`src/rtl/fct_pkg.sv`:
```
// fct_pkg: shared constants, codes and types of the frustum cull test
`default_nettype none
package fct_pkg;

  // coordinate width (Q16.4, signed) and number of planes tested
  localparam int COORD_BITS  = 20;
  localparam int PLANE_COUNT = 6;

  // sizes (radius, half-extents, tolerance) are unsigned, one bit narrower
  localparam int SIZE_BITS  = COORD_BITS - 1;
  localparam int NORM_BITS  = 14;
  localparam int OFFS_BITS  = 22;
  localparam int FRAC_SHIFT = 12;

  // operand after corner pick, one product, distance sum, threshold
  localparam int OP_W      = COORD_BITS + 1;
  localparam int PROD_W    = NORM_BITS + OP_W;
  localparam int DIST_BASE = (PROD_W > OFFS_BITS + FRAC_SHIFT) ? PROD_W
                                                                : OFFS_BITS + FRAC_SHIFT;
  localparam int DIST_W    = DIST_BASE + 2;
  localparam int THR_W     = SIZE_BITS + 1;

  // plane register packing
  localparam int PLANE_W = 64;
  localparam int NX_LSB  = 0;
  localparam int NY_LSB  = 14;
  localparam int NZ_LSB  = 28;
  localparam int D_LSB   = 42;

  // configuration register map
  localparam int CFG_DATA_W  = PLANE_W;
  localparam int CFG_IDX_W   = 3;
  localparam int PLANE_REGS  = 6;
  localparam logic [CFG_IDX_W-1:0] REG_TOLERANCE = 3'd6;
  localparam logic [SIZE_BITS-1:0] TOL_RESET     = SIZE_BITS'(8);

  // shape codes
  localparam logic [1:0] KIND_POINT  = 2'd0;
  localparam logic [1:0] KIND_SPHERE = 2'd1;
  localparam logic [1:0] KIND_BOX    = 2'd2;

  typedef logic [PLANE_W-1:0] plane_t;

  // three normal-by-coordinate products of one plane
  typedef struct packed {
    logic signed [PROD_W-1:0] px;
    logic signed [PROD_W-1:0] py;
    logic signed [PROD_W-1:0] pz;
  } fct_prod_t;

endpackage
`default_nettype wire

```
`src/rtl/fct_plane_mul.sv`:
```
// fct_plane_mul: corner pick and registered normal products for one plane
`default_nettype none
module fct_plane_mul (
  input  wire logic                                  clk_i,
  input  wire logic                                  en_i,
  input  wire fct_pkg::plane_t                       plane_i,
  input  wire logic [1:0]                            kind_i,
  input  wire logic signed [fct_pkg::COORD_BITS-1:0] pos_x_i,
  input  wire logic signed [fct_pkg::COORD_BITS-1:0] pos_y_i,
  input  wire logic signed [fct_pkg::COORD_BITS-1:0] pos_z_i,
  input  wire logic [fct_pkg::SIZE_BITS-1:0]         half_x_i,
  input  wire logic [fct_pkg::SIZE_BITS-1:0]         half_y_i,
  input  wire logic [fct_pkg::SIZE_BITS-1:0]         half_z_i,
  output fct_pkg::fct_prod_t                         prod_o
);

  // box: near corner by normal sign, otherwise the position itself
  function automatic logic signed [fct_pkg::OP_W-1:0] pick_op(
    input logic [1:0]                            kind,
    input logic signed [fct_pkg::NORM_BITS-1:0]  n,
    input logic signed [fct_pkg::COORD_BITS-1:0] c,
    input logic [fct_pkg::SIZE_BITS-1:0]         h
  );
    logic signed [fct_pkg::OP_W-1:0] c_ext;
    logic signed [fct_pkg::OP_W-1:0] h_ext;
    logic                            n_pos;
    c_ext = {c[fct_pkg::COORD_BITS-1], c};
    h_ext = {2'b00, h};
    n_pos = !n[fct_pkg::NORM_BITS-1] && (|n);
    if (kind == fct_pkg::KIND_BOX) begin
      pick_op = n_pos ? (c_ext - h_ext) : (c_ext + h_ext);
    end else begin
      pick_op = c_ext;
    end
  endfunction

  // signed product, both operands widened to the product width
  function automatic logic signed [fct_pkg::PROD_W-1:0] mul(
    input logic signed [fct_pkg::NORM_BITS-1:0] n,
    input logic signed [fct_pkg::OP_W-1:0]      op
  );
    logic signed [fct_pkg::PROD_W-1:0] n_ext;
    logic signed [fct_pkg::PROD_W-1:0] op_ext;
    n_ext  = {{(fct_pkg::PROD_W - fct_pkg::NORM_BITS){n[fct_pkg::NORM_BITS-1]}}, n};
    op_ext = {{(fct_pkg::PROD_W - fct_pkg::OP_W){op[fct_pkg::OP_W-1]}}, op};
    mul    = n_ext * op_ext;
  endfunction

  logic signed [fct_pkg::NORM_BITS-1:0] nx, ny, nz;
  fct_pkg::fct_prod_t                   prod_d;
  fct_pkg::fct_prod_t                   prod_q;

  assign nx = plane_i[fct_pkg::NX_LSB +: fct_pkg::NORM_BITS];
  assign ny = plane_i[fct_pkg::NY_LSB +: fct_pkg::NORM_BITS];
  assign nz = plane_i[fct_pkg::NZ_LSB +: fct_pkg::NORM_BITS];

  // per-axis products
  always_comb begin
    prod_d.px = mul(nx, pick_op(kind_i, nx, pos_x_i, half_x_i));
    prod_d.py = mul(ny, pick_op(kind_i, ny, pos_y_i, half_y_i));
    prod_d.pz = mul(nz, pick_op(kind_i, nz, pos_z_i, half_z_i));
  end

  // product register
  always_ff @(posedge clk_i) begin
    if (en_i) begin
      prod_q <= prod_d;
    end
  end

  assign prod_o = prod_q;

endmodule
`default_nettype wire

```
`config.mk`:
```
export PLATFORM = sky130hd
export DESIGN_NAME = fct_plane_mul
export DESIGN_NICKNAME = d
export VERILOG_FILES = /design/src/rtl/fct_pkg.sv /design/src/rtl/fct_plane_mul.sv
export SDC_FILE = /design/constraint.sdc
export NUM_CORES = 2
export LEC_CHECK = 0
export BUFFER_PORTS_ARGS = -buffer_cell sky130_fd_sc_hd__buf_4
export CORE_ASPECT_RATIO = 0.9
export CORE_MARGIN = 2
export CORE_UTILIZATION = 45
export CTS_BUF_LIST = sky130_fd_sc_hd__clkbuf_8
export DETAILED_ROUTE_END_ITERATION = 12
export PLACE_DENSITY = 0.69
export REMOVE_ABC_BUFFERS = 1
export SLEW_MARGIN = 25
export SYNTH_ARGS = -nofsm -noshare
export SYNTH_HDL_FRONTEND = slang
export SYNTH_SLANG_ARGS = --single-unit
```
`constraint.sdc`:
```
create_clock -name clk_i -period 21.6 [get_ports clk_i]
set_input_delay 3.24 -clock clk_i [delete_from_list [all_inputs] [get_ports clk_i]]
set_output_delay 3.24 -clock clk_i [all_outputs]
set_load 0.1 [all_outputs]
```
== Word-level counts from Yosys, hierarchy flattened ==
Cells that the tools add are included.
Word-level totals
  output and inout port bits: 105
  RAM bits: 0
  flip-flop bits (word level): 105
  latch bits: 0
  word-level logic and storage cells: 28
  memories kept: 0
  bits in read-only memories: 0
  bits of input ports: 185
Cells by class
  muxes and demuxes: 6
  multiply operators: 3
  divide/modulo/power cells: 0
  shifts and indexed selects: 0
  order comparisons: 0
  equality and inequality tests: 1
  bitwise logic cells: 0
  $add $sub $neg: 6
  reduce and logical (&&, ||, !) cells: 9
Operators with widths (number)
  $mux W21: 6
  $mul A14 B21 Y35: 3
  $add A20 B20 Y21: 3
  $sub A20 B20 Y21: 3
  $reduce_or A14 Y1: 3
  $logic_and A1 B1 Y1: 3
  $logic_not A1 Y1: 3
  $eq A2 B2 Y1 const B: 1

== Longest topological paths before layout ==
  depth after elaboration: 5
  gate-level depth with buffers: 40
  gate-level depth less buffers: 39

== Least setup slack after synthesis ==
Ideal clock, no wire load.
  path type: input to register
  start point: in plane_i[14]
  end point: reg prod_q (netlist bit prod_o[68]), data pin
  setup slack: 9.507 ns
  buffers on the path: 2
  data required time: 21.342 ns
  arrival time: 11.835 ns
  cell stages on the path: 34
  setup time: 0.258 ns
  cells stage by stage: nor4_1 > a41o_1 > clkbuf_1 > o31ai_1 > xor2_1 > ha_1 > a211o_1 > o32a_1 > a41oi_1 > o21ai_0 > o21ai_0 > xor2_1 > o21ai_0 > clkbuf_1 > and2_1 > fa_1 > inv_1 > fa_1 > inv_1 > fa_1 > fa_1 > fa_1 > inv_1 > fa_1 > inv_1 > ha_1 > nand2_1 > or2_2 > nor4_1 > o41a_1 > o21ai_0 > o41a_1 > a221o_1 > xnor2_1
RTL lines
  start: declaration: RTL line fct_plane_mul.sv:6  | input wire fct_pkg::plane_t plane_i,
  end signal: assignment: RTL line fct_plane_mul.sv:67  | prod_q <= prod_d;
  end: declaration: RTL line fct_plane_mul.sv:51  | fct_pkg::fct_prod_t prod_q;

==> impl_metrics.json <==
{
  "critical_path.most_common_cell": "fa_1",
  "hp-class": "in -> reg",
  "cp.required_ps": 21880,
  "status": "finished, final reports clean",
  "fin_cells": 5768,
  "dp_cells": 5747,
  "fill_cells": 8270,
  "gp_congestion": 0.9080,
  "synthTopCellsByArea": "fa_1 42%, ha_1 9.6%, inv_1 9.2%, edfxtp_1 7.9%, and2_1 6.0%",
  "maxSlewViolCount": 0,
  "crit_fanout": 22,
  "cts_resized": 0,
  "synthToLayoutAreaGrowth_pct": 8.585,
  "syn_area_per_cell_sq_um": 8.971,
  "routed_wl_um": 98670,
  "setup_tns_ps": 0,
  "final_hold_viol_count": 0,
  "grt_pass1_wl_um": 165000,
  "largest_reg_flops": 105,
  "syn_inst": 4450,
  "synth_top_area_frac": 0.4212,
  "period_needed_ps": 13270,
  "ys_ff_latch": 105,
  "layout_setup_ws_ps": 8335,
  "cp-start-kind": "input port",
  "grt-ovfl-total": 0,
  "die_area_sq_um": 91110,
  "cts_hold_buf": 0,
  "drive_gt1_frac": 0.08377,
  "yosys.area.top_type": "fa_1",
  "clockRootBuffer": "clkbuf_8",
  "async_flop_share": 0,
  "drc_errors": 0,
  "die_h_um": 286.6,
  "crit_buf_inv": 5,
  "antenna_found_initial": 5,
  "tightest_slew_ps": 989.6,
  "wire_per_inst_um": 17.11,
  "rows": 103,
  "die_w_um": 318.0,
  "finalCritPeriodShare": 0.6141,
  "drtPass1Iterations": 5,
  "syn_area_sq_um": 39920,
  "slew-limit-headroom": 0.3316,
  "crit_family": "compound AO/OA/AOI/OAI gates",
  "dr_total_vias": 30260,
  "ys_seq_area_frac": 0.07898,
  "numCtsBuffers": 9,
  "ys_types": 81,
  "ys_warn_count": 0,
  "grt_max_degree": 63,
  "clock_tree.buffer_depth": 2,
  "synth_edf_count": 105,
  "ant_nets": 0,
  "grt_pass1_vias": 32100,
  "crit_type": "in -> reg",
  "finalNetCount": 5934,
  "worstSetupEndpointType": "flip-flop",
  "cp.arrival_ps": 13550,
  "clk_pin_slew_worst_paths_ps": 130,
  "clock-sinks": 105,
  "pin_count": 290,
  "core_sq_um": 87760,
  "dp_slack_ps": 7993,
  "critical_path.max_stage_delay_ps": 840,
  "drt_iter0_markers": 1729,
  "numPortBuffers": 267,
  "cap_viol_max_count": 0,
  "detail_route.vias_per_cell": 5.246,
  "track_usage": 0.2267,
  "setup_viol": 0,
  "cts_tree": "done",
  "ys.flop_type": "edfxtp_1",
  "cts_setup_buffers": 0,
  "htreeDepth": 3,
  "cp_slowest_cell": "a41oi_1",
  "rsz0062_at_grt": "no",
  "initial_core_util": 0.4549,
  "fmax_mhz": 75.38,
  "dp_hpwl_um": 79820
}
[cells in the final DEF, fill, tap and decap left out, types with 11 or more instances in the layout]
cell	n
nand4_1	15
nor4_1	11
nand3_1	28
or2_2	21
o21a_1	21
and2_1	384
nor2b_1	31
o21bai_1	27
xnor2_1	148
mux2i_1	15
nor3_1	37
nor2_1	154
o21ai_1	19
buf_4	319
a21oi_1	134
and3_1	13
o21ai_0	87
a31oi_1	11
a211oi_1	22
nand2_1	549
nand2b_1	26
fa_1	840
xor2_1	63
edfxtp_1	105
ha_1	306
a21o_1	54
o31ai_1	18
inv_1	983
[kinds of logic (layout without fill, tap and decap cells)]
family                     count (synthesis)  after routing  synth area share
xor gates and xnor gates                 213            213           0.04711
other                                      0              5                 0
adders and majority gates               1146           1146            0.5171
buffers and inverters                   1162           1320            0.1096
AOI/OAI and AO/OA                        489            489           0.07999
muxes                                     19             19          0.005046
and+or+nand+nor                         1316           1316            0.1621
DFF                                      105            105           0.07898
[metrics by stage]
step / area (sq um) / util / hold WS [ps]
4_1_cts: 43330 / 0.4937 / 3120
2_1_floorplan: 39240 / - / 3353
5_1_grt: 43350 / 0.4939 / 3157
3_3_place_gp: 43140 / 0.4915 / 3702
6_report: 43350 / 0.4939 / 3170
3_5_place_dp: 43140 / 0.4916 / 3702
[routing by layer]
metal | up-vias | routed length (um) | GRT usage
li1 | 13880 | - | -
met1 | 15390 | 43670 | 0.3124
met2 | 835 | 46460 | 0.3721
met3 | 148 | 5272 | 0.02534
met4 | 0 | 3266 | 0.08143
met5 | - | 0 | 0
[worst paths after layout]
check / start / to / slack [ps] / cells after the start
worst max-delay path: plane_i[18] / prod_o[68] / 8330 / 34
worst min-delay path: en_i / prod_o[39] / 3170 / 1
[cell type report]
type                            instances  area (sq um)  area share
Tap cell                             1155          1445     0.03334
Sequential cell                       105          3153     0.07274
Multi-Input combinational cell       3183         32450      0.7487
Timing Repair Buffer                  320          2406     0.05551
Inverter                              984          3694     0.08521
Clock buffer                            9         123.9    0.002858
Antenna cell                            5         12.51   0.0002886
Clock inverter                          7         61.31    0.001414
[cell usage after synthesis (19+ instances only)]
cell type and count:
edfxtp_1 105, a21oi_1 135, or2_2 21, nor2b_1 32, ha_1 306, nor3_1 37
nand2_1 549, clkbuf_1 163, fa_1 840, a21o_1 54, and2_1 384, o21ai_0 106
xor2_1 63, xnor2_1 148, nand2b_1 27, o21a_1 21, nor2_1 154, nand3_1 28
o31ai_1 19, inv_1 983, o21bai_1 27, a211oi_1 22
Power is not shown: default switching activity piles up to over one toggle a cycle in this logic, so the estimate is an artifact.
